**src/rtl/mtc_pkg.sv**
```systemverilog
// shared types, character codes and morse tables for the morse text codec
`default_nettype none

package mtc_pkg;

  localparam int CHAR_W   = 8;
  localparam int MAX_OUT  = 5;
  localparam int CNT_W    = 3;
  localparam int NUM_LTR  = 26;
  localparam int PAT_W    = 4;
  localparam int LEN_W    = 3;

  localparam logic [CHAR_W-1:0] CH_SPACE = 8'h20;
  localparam logic [CHAR_W-1:0] CH_DOT   = 8'h2e;
  localparam logic [CHAR_W-1:0] CH_DASH  = 8'h2d;
  localparam logic [CHAR_W-1:0] CH_UP_A  = 8'h41;
  localparam logic [CHAR_W-1:0] CH_UP_Z  = 8'h5a;
  localparam logic [CHAR_W-1:0] CH_LO_A  = 8'h61;
  localparam logic [CHAR_W-1:0] CH_LO_Z  = 8'h7a;
  localparam logic [CHAR_W-1:0] CASE_MASK = 8'hdf;
  localparam logic [CHAR_W-1:0] CH_NONE  = 8'h00;

  typedef logic [CHAR_W-1:0] char_t;

  // decode state carried between beats
  typedef struct packed {
    logic              decode_mode;
    logic [PAT_W-1:0]  code_pattern;
    logic [LEN_W-1:0]  code_length;
    logic              code_invalid;
    logic              odd_space_seen;
  } codec_state_t;

  // per letter: {length, pattern}, symbol k at bit k, dash = 1
  localparam logic [LEN_W+PAT_W-1:0] MORSE_TAB [NUM_LTR] = '{
    {3'd2, 4'd2},  {3'd4, 4'd1},  {3'd4, 4'd5},  {3'd3, 4'd1},  {3'd1, 4'd0},
    {3'd4, 4'd4},  {3'd3, 4'd3},  {3'd4, 4'd0},  {3'd2, 4'd0},  {3'd4, 4'd14},
    {3'd3, 4'd5},  {3'd4, 4'd2},  {3'd2, 4'd3},  {3'd2, 4'd1},  {3'd3, 4'd7},
    {3'd4, 4'd6},  {3'd4, 4'd11}, {3'd3, 4'd2},  {3'd3, 4'd0},  {3'd1, 4'd1},
    {3'd3, 4'd4},  {3'd4, 4'd8},  {3'd3, 4'd6},  {3'd4, 4'd9},  {3'd4, 4'd13},
    {3'd4, 4'd3}
  };

  // lowercase letter for a pending code, CH_NONE when empty, invalid or unknown
  function automatic char_t lookup_letter(input codec_state_t st);
    char_t res;
    res = CH_NONE;
    if (!st.code_invalid && st.code_length != '0) begin
      for (int i = 0; i < NUM_LTR; i++) begin
        if (MORSE_TAB[i] == {st.code_length, st.code_pattern}) begin
          res = CH_LO_A + CHAR_W'(i);
        end
      end
    end
    return res;
  endfunction

endpackage

`default_nettype wire

```
**src/rtl/morse_text_codec.sv**
```systemverilog
// top level of the morse text codec: step logic, state and result buffer
//
// input stream (s_*): one text character per beat. s_tdata is the character,
// s_tuser marks the first character of a text (it picks the mode: '.' or '-'
// decodes, anything else encodes), s_tlast marks the last character.
// output stream (m_*): one character per beat ('.', '-', space or a lowercase
// letter); m_tlast flags the final beat caused by one input character.
// an accepted character is worked out in the same cycle and its zero to five
// result characters land in a shift buffer; the first one is on m_* the cycle
// after acceptance, the rest follow one per cycle while m_tready is high.
// throughput: the next input is taken when the last result of the current one
// leaves, so in encode mode the output port sets the pace; characters that
// produce nothing (symbols while decoding) go at one per cycle.
// s_tready is high when the buffer is empty or its last beat leaves this
// cycle, so the next character enters as the previous run's last beat leaves.
// a stalled receiver holds the current beat and keeps s_tready low until
// the final beat of the run can leave.
// reset (rst, synchronous) empties the buffer and returns to encode mode
// with no pending code.
`default_nettype none

module morse_text_codec (
  input  wire logic                 clk,
  input  wire logic                 rst,
  input  wire logic                 s_tvalid,
  output logic                      s_tready,
  input  wire mtc_pkg::char_t       s_tdata,   // [7:0] char_code
  input  wire logic                 s_tuser,   // [0] start_of_text
  input  wire logic                 s_tlast,   // end_of_text
  output logic                      m_tvalid,
  input  wire logic                 m_tready,
  output mtc_pkg::char_t            m_tdata,   // [7:0] out_char
  output logic                      m_tlast    // last_of_run
);
  import mtc_pkg::*;

  codec_state_t     state;
  codec_state_t     state_next;
  char_t            res_list [MAX_OUT];
  logic [CNT_W-1:0] res_count;

  // result buffer: slot 0 faces the output, shifts down on each beat
  char_t            buf_q [MAX_OUT];
  logic [CNT_W-1:0] remaining;

  logic in_beat;
  logic out_beat;

  mtc_step u_step (
    .char_code     (s_tdata),
    .start_of_text (s_tuser),
    .end_of_text   (s_tlast),
    .state         (state),
    .state_next    (state_next),
    .res_list      (res_list),
    .res_count     (res_count)
  );

  assign m_tvalid = (remaining != '0);
  assign m_tdata  = buf_q[0];
  assign m_tlast  = (remaining == 3'd1);
  assign out_beat = m_tvalid && m_tready;
  // room once the buffer is empty or its final beat leaves now
  assign s_tready = (remaining == '0) || (m_tlast && m_tready);
  assign in_beat  = s_tvalid && s_tready;

  always_ff @(posedge clk) begin
    if (rst) begin
      state     <= '0;
      remaining <= '0;
    end else begin
      if (in_beat) begin
        state     <= state_next;
        remaining <= res_count;
      end else if (out_beat) begin
        remaining <= remaining - 3'd1;
      end
    end
  end

  always_ff @(posedge clk) begin
    if (in_beat) begin
      for (int i = 0; i < MAX_OUT; i++) begin
        buf_q[i] <= res_list[i];
      end
    end else if (out_beat) begin
      for (int i = 0; i < MAX_OUT - 1; i++) begin
        buf_q[i] <= buf_q[i+1];
      end
    end
  end

endmodule

`default_nettype wire

```
**src/rtl/mtc_step.sv**
```systemverilog
// one text character through the codec: result list and next decode state
`default_nettype none

module mtc_step (
  input  wire mtc_pkg::char_t        char_code,
  input  wire logic                  start_of_text,
  input  wire logic                  end_of_text,
  input  wire mtc_pkg::codec_state_t state,
  output mtc_pkg::codec_state_t      state_next,
  output mtc_pkg::char_t             res_list [mtc_pkg::MAX_OUT],
  output logic [mtc_pkg::CNT_W-1:0]  res_count
);
  import mtc_pkg::*;

  codec_state_t st;
  char_t        up;
  char_t        ltr;
  logic [4:0]   ltr_idx;
  logic [LEN_W+PAT_W-1:0] ent;
  logic         is_letter;
  logic         is_sym;
  logic [CNT_W-1:0] n;

  always_comb begin
    st  = state;
    n   = '0;
    ltr = CH_NONE;
    for (int i = 0; i < MAX_OUT; i++) begin
      res_list[i] = CH_SPACE;
    end

    is_sym = (char_code == CH_DOT) || (char_code == CH_DASH);
    if (start_of_text) begin
      st = '0;
      st.decode_mode = is_sym;
    end

    up      = char_code & CASE_MASK;
    ltr_idx = 5'(up - CH_UP_A);
    ent     = MORSE_TAB[ltr_idx < 5'(NUM_LTR) ? ltr_idx : 5'd0];
    is_letter = (char_code inside {[CH_UP_A:CH_UP_Z]}) ||
                (char_code inside {[CH_LO_A:CH_LO_Z]});

    if (!st.decode_mode) begin
      if (is_letter) begin
        for (int k = 0; k < PAT_W; k++) begin
          if (LEN_W'(k) < ent[LEN_W+PAT_W-1:PAT_W]) begin
            res_list[n] = ent[k] ? CH_DASH : CH_DOT;
            n = n + 3'd1;
          end
        end
        res_list[n] = CH_SPACE;
        n = n + 3'd1;
      end else if (char_code == CH_SPACE) begin
        n = 3'd2;
      end else begin
        n = 3'd1;
      end
    end else begin
      if (char_code == CH_SPACE) begin
        if (st.odd_space_seen) begin
          res_list[n] = CH_SPACE;
          n = n + 3'd1;
          st.odd_space_seen = 1'b0;
        end else begin
          ltr = lookup_letter(st);
          if (ltr != CH_NONE) begin
            res_list[n] = ltr;
            n = n + 3'd1;
          end
          st.code_pattern   = '0;
          st.code_length    = '0;
          st.code_invalid   = 1'b0;
          st.odd_space_seen = 1'b1;
        end
      end else begin
        st.odd_space_seen = 1'b0;
        if (is_sym && st.code_length < LEN_W'(PAT_W)) begin
          if (char_code == CH_DASH) begin
            st.code_pattern[st.code_length[1:0]] = 1'b1;
          end
          st.code_length = st.code_length + 3'd1;
        end else begin
          st.code_invalid = 1'b1;
        end
      end
      if (end_of_text) begin
        // flush pending letter, then close with a space
        ltr = lookup_letter(st);
        if (ltr != CH_NONE) begin
          res_list[n] = ltr;
          n = n + 3'd1;
        end
        res_list[n] = CH_SPACE;
        n = n + 3'd1;
        st.code_pattern   = '0;
        st.code_length    = '0;
        st.code_invalid   = 1'b0;
        st.odd_space_seen = 1'b0;
      end
    end

    state_next = st;
    res_count  = n;
  end

endmodule

`default_nettype wire

```
**config.mk**
```make
export PLATFORM = sky130hd
export DESIGN_NAME = morse_text_codec
export DESIGN_NICKNAME = d
export VERILOG_FILES = /design/src/rtl/mtc_pkg.sv /design/src/rtl/morse_text_codec.sv /design/src/rtl/mtc_step.sv
export SDC_FILE = /design/constraint.sdc
export NUM_CORES = 1
export LEC_CHECK = 0
export ABC_AREA = 1
export BUFFER_PORTS_ARGS = -buffer_cell sky130_fd_sc_hd__clkbuf_2
export CAP_MARGIN = 25
export CORE_ASPECT_RATIO = 1.25
export CORE_MARGIN = 1
export CORE_UTILIZATION = 56
export CTS_CLUSTER_DIAMETER = 40
export DETAILED_ROUTE_END_ITERATION = 8
export PLACE_DENSITY = 0.88
export SYNTH_ARGS = -nofsm -noshare
export SYNTH_HDL_FRONTEND = slang
export SYNTH_SLANG_ARGS = --single-unit
```
**constraint.sdc**
```tcl
create_clock -name clk -period 3.1 [get_ports clk]
set_clock_uncertainty 0.15 [all_clocks]
set_input_delay 0.155 -clock clk [delete_from_list [all_inputs] [get_ports clk]]
set_output_delay 0.155 -clock clk [all_outputs]
set_load 0.005 [all_outputs]
```
==> qor.yml, run 1 <==
run_status:
  outcome: "finished, violations left"
  violations: "negative setup slack"
detailed_routing:
  detail-route-antenna-nets: 0
  wl_per_cell_um: 17.2
  vias: 5101
  first_pass_iters: 8
  drc: 0
  drtIter0Drc: 582
  viasPerCell: 6.04
  wl_um: 14500
critical_path:
  max_stage_delay_ns: 0.34
  crit_chain: "nand2_2, buf_6, ha_4, inv_1, nand4_1, nand2_2, inv_2, nand2_4, buf_4, nand2_1, o21bai_1, inv_1, nand2_1, nand2_2, ha_4, nor3_4, inv_2, nor2_4, nand3_1, a31oi_1"
  endpoint_kind: "register"
  r2r_cells: 20
  rrSetupSlack_ns: -0.28
  setup.worst_path.class: "reg -> reg"
  cp-start-kind: "register"
  reg2reg_from: "state[2]"
  r2r_end: "buf_q[0][9]"
  cpMaxStageDelayCell: "dfxtp_2"
  cp.required_ns: 3.08
  cp_common_cell: "nand2_2"
  path_max_fanout: 6
  crit_arrival_ns: 3.36
placement:
  dp_hpwl_um: 9260
  placement.cell_area_mm2: 0.00485
  dp_cells: 814
  dpl_worst_slack_ns: -0.271
  gp_congestion: 1.02
  portBuffers: 23
min_path:
  hold_path_depth: 2
  timing.hold.worst_endpoint: "state[0]"
  hp-start: "rst"
  min_path_type: "in -> reg"
grt:
  grt_use_total_pct: 36.8
  antenna_found_initial: 0
  grt_pass1_vias: 4761
  grt_max_degree: 26
  grt.overflow.total: 0
  grt_first_pass_wirelength_um: 21300
sta:
  maxSlewHeadroom_pct: 34.8
  finalHoldViolations: 0
  period_share_pct: 109
  setup-violations-final: 15
  layout_setup_ws_ns: -0.277
  fmax_ghz: 0.296
  grt_setup_unrepaired: "yes"
  tightest_slew_ns: 0.975
  finalCriticalPeriod_ns: 3.38
  maxSlewViolCount: 0
yosys:
  yosys_most_used_dff: "edfxtp_1"
  ys_seq_area_share_pct: 24.4
  synth_cells: 611
  synth.area.top_cells: "edfxtp_1 (18%), nand2_1 (16%), inv_1 (7.8%)"
  ys_top_cells_by_count: "nand2_1 (168), inv_1 (81), nor2_1 (65), nand3_1 (41), o21ai_0 (29)"
  yosys_warnings: 0
  synth_edf_count: 23
  synth_top_cell_by_area: "edfxtp_1"
  ys_ff_latch: 36
  synth_top_area_share_pct: 17.7
  syn-cell-area_mm2: 0.00390
  synth_most_common_cell: "nand2_1"
  avgSynthCellArea_um2: 6.39
  async_flop_share_pct: 0
  ys_types: 55
power:
  power.leakage_nw: 2.76
  powerDensity_mw_per_mm2: 444
  ir_drop_mv: 0.621
cells_and_area:
  nets: 792
  post-route-cell-area_mm2: 0.00545
  synthToLayoutAreaGrowth_pct: 39.4
  final_cells: 844
  fin_util_pct: 81.9
  drive_above_1_share_pct: 38.2
  antennaDiodeCount: 0
die:
  start_util_pct: 58.7
  die_w_um: 76.7
  pin_count: 25
  core_area_mm2: 0.00665
  die_h_um: 95.4
  num_rows: 33
  fp.dieArea_mm2: 0.00731
clocking:
  cts_inserted_buffers: 5
  cts_tree: "done"
  cts_sinks: 36
  clk_latency_ns: 0.31
  clockBufferDepth: 2
  hold_buffers: 0
  clkTransAtPathRegs_ns: 0.09
  root_buffer: "clkbuf_8"
  cts_max_level: 2
run:
  drv_cap: 0
-- state kept, by name (all words and copies together) (netlist names) --
name	count
buf_q	23
state	10
remaining	3
-- per-layer routing --
metal	up-vias	track usage (%)	share of wire, %
li1	2292	-	-
met5	-	0	0
met3	155	6.89	8.3
met1	2235	37.1	34
met2	419	68.6	48
met4	0	26.0	8.8
-- logic make-up (layout without fill, tap and decap cells) --
kind of cell	count (synthesis)	in the layout	share of synthesized area [%]
simple gates	345	346	40.6
buf+inv	111	253	11.8
compound gates	91	91	14.9
flops	36	36	24.4
fa+ha+maj	22	22	7.05
xor+xnor	3	3	0.865
other cells	2	5	0.192
mux	1	1	0.256
-- timing repair --
item	4_1_cts	5_1_grt
endpoints found under the hold margin	0	0
buffers inserted	18	7
gates cloned	1	0
pin swaps	27	38
resized for setup	44	47
endpoints found under the setup margin	15	21
-- critical path, delay by kind of cell (launching register included) --
family	cells	cell delay (ns)
simple gates	10	1.15
buf+inv	6	0.68
compound gates	2	0.38
flops	1	0.34
fa+ha+maj	2	0.49
-- area by class of cell --
class	count	area [um2]
multi-input combinational	468	2820
timing repair buffer	149	1080
inverter	96	368
sequential	36	953
clock buffer	5	68.8
tap	87	109
clock inverter	3	42.5
fill	395	1200
-- placed cells by master, fill, tap and decap left out, types with 3 or more instances in the layout --
cell type  instances
nand2_1          148
buf_4            121
inv_1             73
nor2_1            52
nand3_1           36
nand2_2           30
edfxtp_1          23
clkbuf_2          23
inv_2             21
o21ai_0           21
nor2_2            20
nand4_1           18
a21oi_1           18
ha_1              14
o21ai_1           13
dfxtp_1           11
nor2_4             9
nand3_2            7
nand2_4            6
nor3_1             6
o211ai_1           6
ha_4               6
a22oi_1            5
conb_1             5
clkbuf_8           5
buf_6              5
o21ai_2            4
a31oi_1            4
nand3b_1           3
a21oi_2            3
nand3_4            3
-- metrics by stage --
step	power (mW)	setup TNS (ns)	hold WS (ns)
floorplan	1.53	0	0.230
global placement	1.81	-0.845	0.331
detailed placement	1.86	-3.12	0.333
CTS	2.31	-0.164	0.0217
global route	2.53	-4.28	0.0459
finish	2.42	-2.07	0.0496
-- how the worst max path moves through the flow --
| stage | from | cells after the start | to | slack (ns) |
|---|---|---|---|---|
| finish | state[2] | 20 | buf_q[0][9] | -0.28 |
| global route | state[3] | 21 | buf_q[0][9] | -0.40 |
| CTS | state[2] | 22 | buf_q[0][8] | -0.05 |
| detailed placement | s_tdata[0] | 21 | buf_q[0][11] | -0.27 |
| global placement | s_tuser | 24 | buf_q[0][1] | -0.1 |
| floorplan | s_tuser | 23 | buf_q[0][11] | 0.0004 |
-- power breakdown --
group          leakage [nW]  internal [mW]  switching [mW]  total [mW]
combinational          2.38          0.421           0.736        1.16
sequential            0.334          0.755          0.0678       0.823
clock                0.0541          0.238           0.201       0.439
No activity file was read; power rests on OpenSTA's default activity.
==> run 2, diff against run 1 <==
--- a/config.mk
+++ b/config.mk
@@ -5,15 +5,14 @@
 export SDC_FILE = /design/constraint.sdc
 export NUM_CORES = 1
 export LEC_CHECK = 0
-export ABC_AREA = 1
 export BUFFER_PORTS_ARGS = -buffer_cell sky130_fd_sc_hd__clkbuf_2
 export CAP_MARGIN = 25
 export CORE_ASPECT_RATIO = 1.25
 export CORE_MARGIN = 1
-export CORE_UTILIZATION = 56
+export CORE_UTILIZATION = 57
 export CTS_CLUSTER_DIAMETER = 40
 export DETAILED_ROUTE_END_ITERATION = 8
-export PLACE_DENSITY = 0.88
+export PLACE_DENSITY = 0.79
 export SYNTH_ARGS = -nofsm -noshare
 export SYNTH_HDL_FRONTEND = slang
 export SYNTH_SLANG_ARGS = --single-unit
==> qor.yml, run 2 <==
run_status:
  outcome: "finished, violations left"  # unchanged
  violations: "design-rule violations, negative setup slack"  # was negative setup slack
detailed_routing:
  wl_per_cell_um: 24.6  # was 17.2 um
  first_pass_iters: 9  # was 8
  wl_um: 20400  # was 14500 um
  drtIter0Drc: 974  # was 582
  drc: 9  # was 0
  viasPerCell: 7.36  # was 6.04
  detail-route-antenna-nets: 0  # unchanged
  vias: 6091  # was 5101
sta:
  grt_setup_unrepaired: "yes"  # unchanged
  finalHoldViolations: 0  # unchanged
  layout_setup_ws_ns: -1.11  # was -0.277 ns
  maxSlewHeadroom_pct: 35.6  # was 34.8%
  tightest_slew_ns: 0.960  # was 0.975 ns
  setup-violations-final: 15  # unchanged
  final.setup.tns_ns: -14.03  # was -2.07 ns
  fmax_ghz: 0.238  # was 0.296 GHz
  maxSlewViolCount: 0  # unchanged
  holdWs_ns: 0.0130  # was 0.0496 ns
  period_share_pct: 136  # was 109%
  finalCriticalPeriod_ns: 4.21  # was 3.38 ns
yosys:
  yosys_warnings: 0  # unchanged
  synth_top_area_share_pct: 16.1  # was 17.7%
  ys_ff_latch: 36  # unchanged
  ys_seq_area_share_pct: 22.1  # was 24.4%
  syn-cell-area_mm2: 0.00430  # was 0.00390 mm2
  async_flop_share_pct: 0  # unchanged
  synth_top_cell_by_area: "edfxtp_1"  # unchanged
  yosys_most_used_dff: "edfxtp_1"  # unchanged
  avgSynthCellArea_um2: 7.93  # was 6.39 um2
  synth_edf_count: 23  # unchanged
  synth_cells: 542  # was 611
  ys_top_cells_by_count: "nand2_1 (49), nor2_1 (43), a21oi_1 (34), inv_1 (26), o21ai_0 (25)"  # was nand2_1 (168), inv_1 (81), nor2_1 (65), nand3_1 (41), o21ai_0 (29)
  synth_most_common_cell: "nand2_1"  # unchanged
  ys_types: 96  # was 55
  synth.area.top_cells: "edfxtp_1 (16%), ha_1 (6.4%), dfxtp_1 (6.1%)"  # was edfxtp_1 (18%), nand2_1 (16%), inv_1 (7.8%)
critical_path:
  setup.worst_path.class: "reg -> reg"  # unchanged
  crit_arrival_ns: 4.16  # was 3.36 ns
  path_max_fanout: 3  # was 6
  cp-start-kind: "register"  # unchanged
  endpoint_kind: "register"  # unchanged
  cp.required_ns: 3.06  # was 3.08 ns
die:
  fp.dieArea_mm2: 0.00789  # was 0.00731 mm2
  die_h_um: 99.1  # was 95.4 um
  pin_count: 25  # unchanged
  num_rows: 35  # was 33
  die_w_um: 79.7  # was 76.7 um
  start_util_pct: 58.4  # was 58.7%
  core_area_mm2: 0.00736  # was 0.00665 mm2
cells_and_area:
  synthToLayoutAreaGrowth_pct: 54.3  # was 39.4%
  final_common_cell: "buf_4"  # was nand2_1
  antennaDiodeCount: 0  # unchanged
  top_regs: "buf_q: 23 flops, state: 10 flops, remaining: 3 flops"  # unchanged
  nets: 771  # was 792
  final_cells: 828  # was 844
  largest_reg_flops: 23  # unchanged
  final_cell_mix: "buf_4 (184), nand2_1 (44), nor2_1 (40), a21oi_1 (28)"  # was nand2_1 (148), buf_4 (121), inv_1 (73), nor2_1 (52), nand3_1 (36)
  fin_util_pct: 90.2  # was 81.9%
  largest-register: "buf_q"  # unchanged
  drive_above_1_share_pct: 46.9  # was 38.2%
  post-route-cell-area_mm2: 0.00663  # was 0.00545 mm2
clocking:
  clockBufferDepth: 2  # unchanged
  clkTransAtPathRegs_ns: 0.10  # was 0.09 ns
  cts_max_level: 2  # unchanged
  cts_sinks: 36  # unchanged
  root_buffer: "clkbuf_8"  # unchanged
  cts_inserted_buffers: 5  # unchanged
  cts_tree: "done"  # unchanged
  clk_latency_ns: 0.31  # about the same
  hold_buffers: 0  # unchanged
grt:
  antenna_found_initial: 0  # unchanged
  grt.busiest_layer: "met2"  # unchanged
  grt_pass1_vias: 5739  # was 4761
  grtUsageMet1_pct: 46.2  # was 37.1%
  grt_use_total_pct: 47.2  # was 36.8%
  grt_first_pass_wirelength_um: 28500  # was 21300 um
  use_met3_pct: 18.7  # was 6.89%
  grt.overflow.total: 0  # unchanged
  met2_usage_pct: 77.9  # was 68.6%
  grt_max_degree: 27  # was 26
run:
  drv_cap: 0  # unchanged
power:
  switching_power_uw: 986  # was 1.01 mW
  p_total_mw: 2.41  # was 2.42 mW
  pwr-share-seq_pct: 33.2  # was 34.0%
  p_int_mw: 1.42  # was 1.41 mW
  powerDensity_mw_per_mm2: 363  # was 444 mW/mm2
  p_comb_share_pct: 47.8  # about the same
  p_sw_share_pct: 41.0  # was 41.5%
  ir_drop_mv: 0.315  # was 0.621 mV
  power.leakage_nw: 2.77  # was 2.76 nW
  p_clk_share_pct: 19.1  # was 18.2%
placement:
  dpl_worst_slack_ns: -0.800  # was -0.271 ns
  placement.cell_area_mm2: 0.00579  # was 0.00485 mm2
  gp_congestion: 0.938  # was 1.02
  portBuffers: 23  # unchanged
  dp_hpwl_um: 11800  # was 9260 um
  dp_cells: 793  # was 814
min_path:
  min_path_type: "in -> reg"  # unchanged
-- run 2: changes by cell type after synthesis, moves of 13 or more --
cell	before	now
a21oi_1	20	34
nor2b_1	0	14
nand4_1	18	3
inv_1	81	26
nand2_1	168	49
nand3_1	41	20
clkbuf_1	1	20
inv_2	15	0
nand2b_1	0	13
nand2_2	14	1
nor2_1	65	43
-- run 2: layer usage --
metal / vias up / part of all wire [%]
met4: 0 / 12
li1: 2465 / -
met3: 273 / 12
met1: 2712 / 31
met5: - / 0
met2: 641 / 45
-- run 2: cell type report --
cell class              instances  area, um2
well taps                      92        115
inverters                      27        114
clock inverters                 3       42.5
multi-input cells             448       3700
repair buffers                217       1640
fillers                       326        724
clock buffers                   5       68.8
flip-flops and latches         36        955
-- run 2: path summary, 6_finish.rpt --
check / cells past startpoint / endpoint / startpoint / slack (ns)
max: 17 / buf_q[0][9] / state[3] / -1.11
min: 3 / remaining[2] / m_tready / 0.01
max reg2reg: 17 / buf_q[0][9] / state[3] / -1.11
min reg2reg: 2 / state[1] / state[1] / 0.37
-- run 2: repair_timing --
item	4_1_cts	5_1_grt
endpoints found under the setup margin	19	19
resized for setup	51	49
buffers inserted	25	4
pin swaps	38	30
-- run 2: critical path, stage by stage (launching register included) --
cell and delay [ns]:
dfxtp_2 0.34, nor2b_4 0.19, ha_4 0.17, ha_4 0.20, o41ai_4 0.28, a211o_1 0.21
buf_6 0.11, nor3_2 0.03, o21ai_1 0.38, buf_4 0.24, o22ai_4 0.09, o41ai_4 0.40
buf_4 0.19, inv_2 0.05, ha_4 0.25, nor2b_2 0.17, nand4b_1 0.21, o221ai_1 0.33
-- run 2: kinds of logic (layout without fill, tap and decap cells) --
group           Yosys count  in the layout  share of synthesized area (%)
simple gates            218            218                           28.6
compound gates          190            190                           33.3
buf+inv                  61            252                           6.29
flops                    36             36                           22.1
fa+ha+maj                22             22                           6.40
mux                       7              7                           1.95
xor+xnor                  6              6                           1.22
other cells               2              5                          0.175
-- run 2: power by group through the flow --
stage                     Sequential [mW]  Clock (mW)  Combinational (mW)
after CTS                           0.772       0.445               0.979
after global placement              0.772           0               0.868
after detailed placement            0.782           0               0.917
after floorplan                     0.762           0               0.612
final                               0.798       0.459                1.15
after global routing                0.810       0.463                1.24
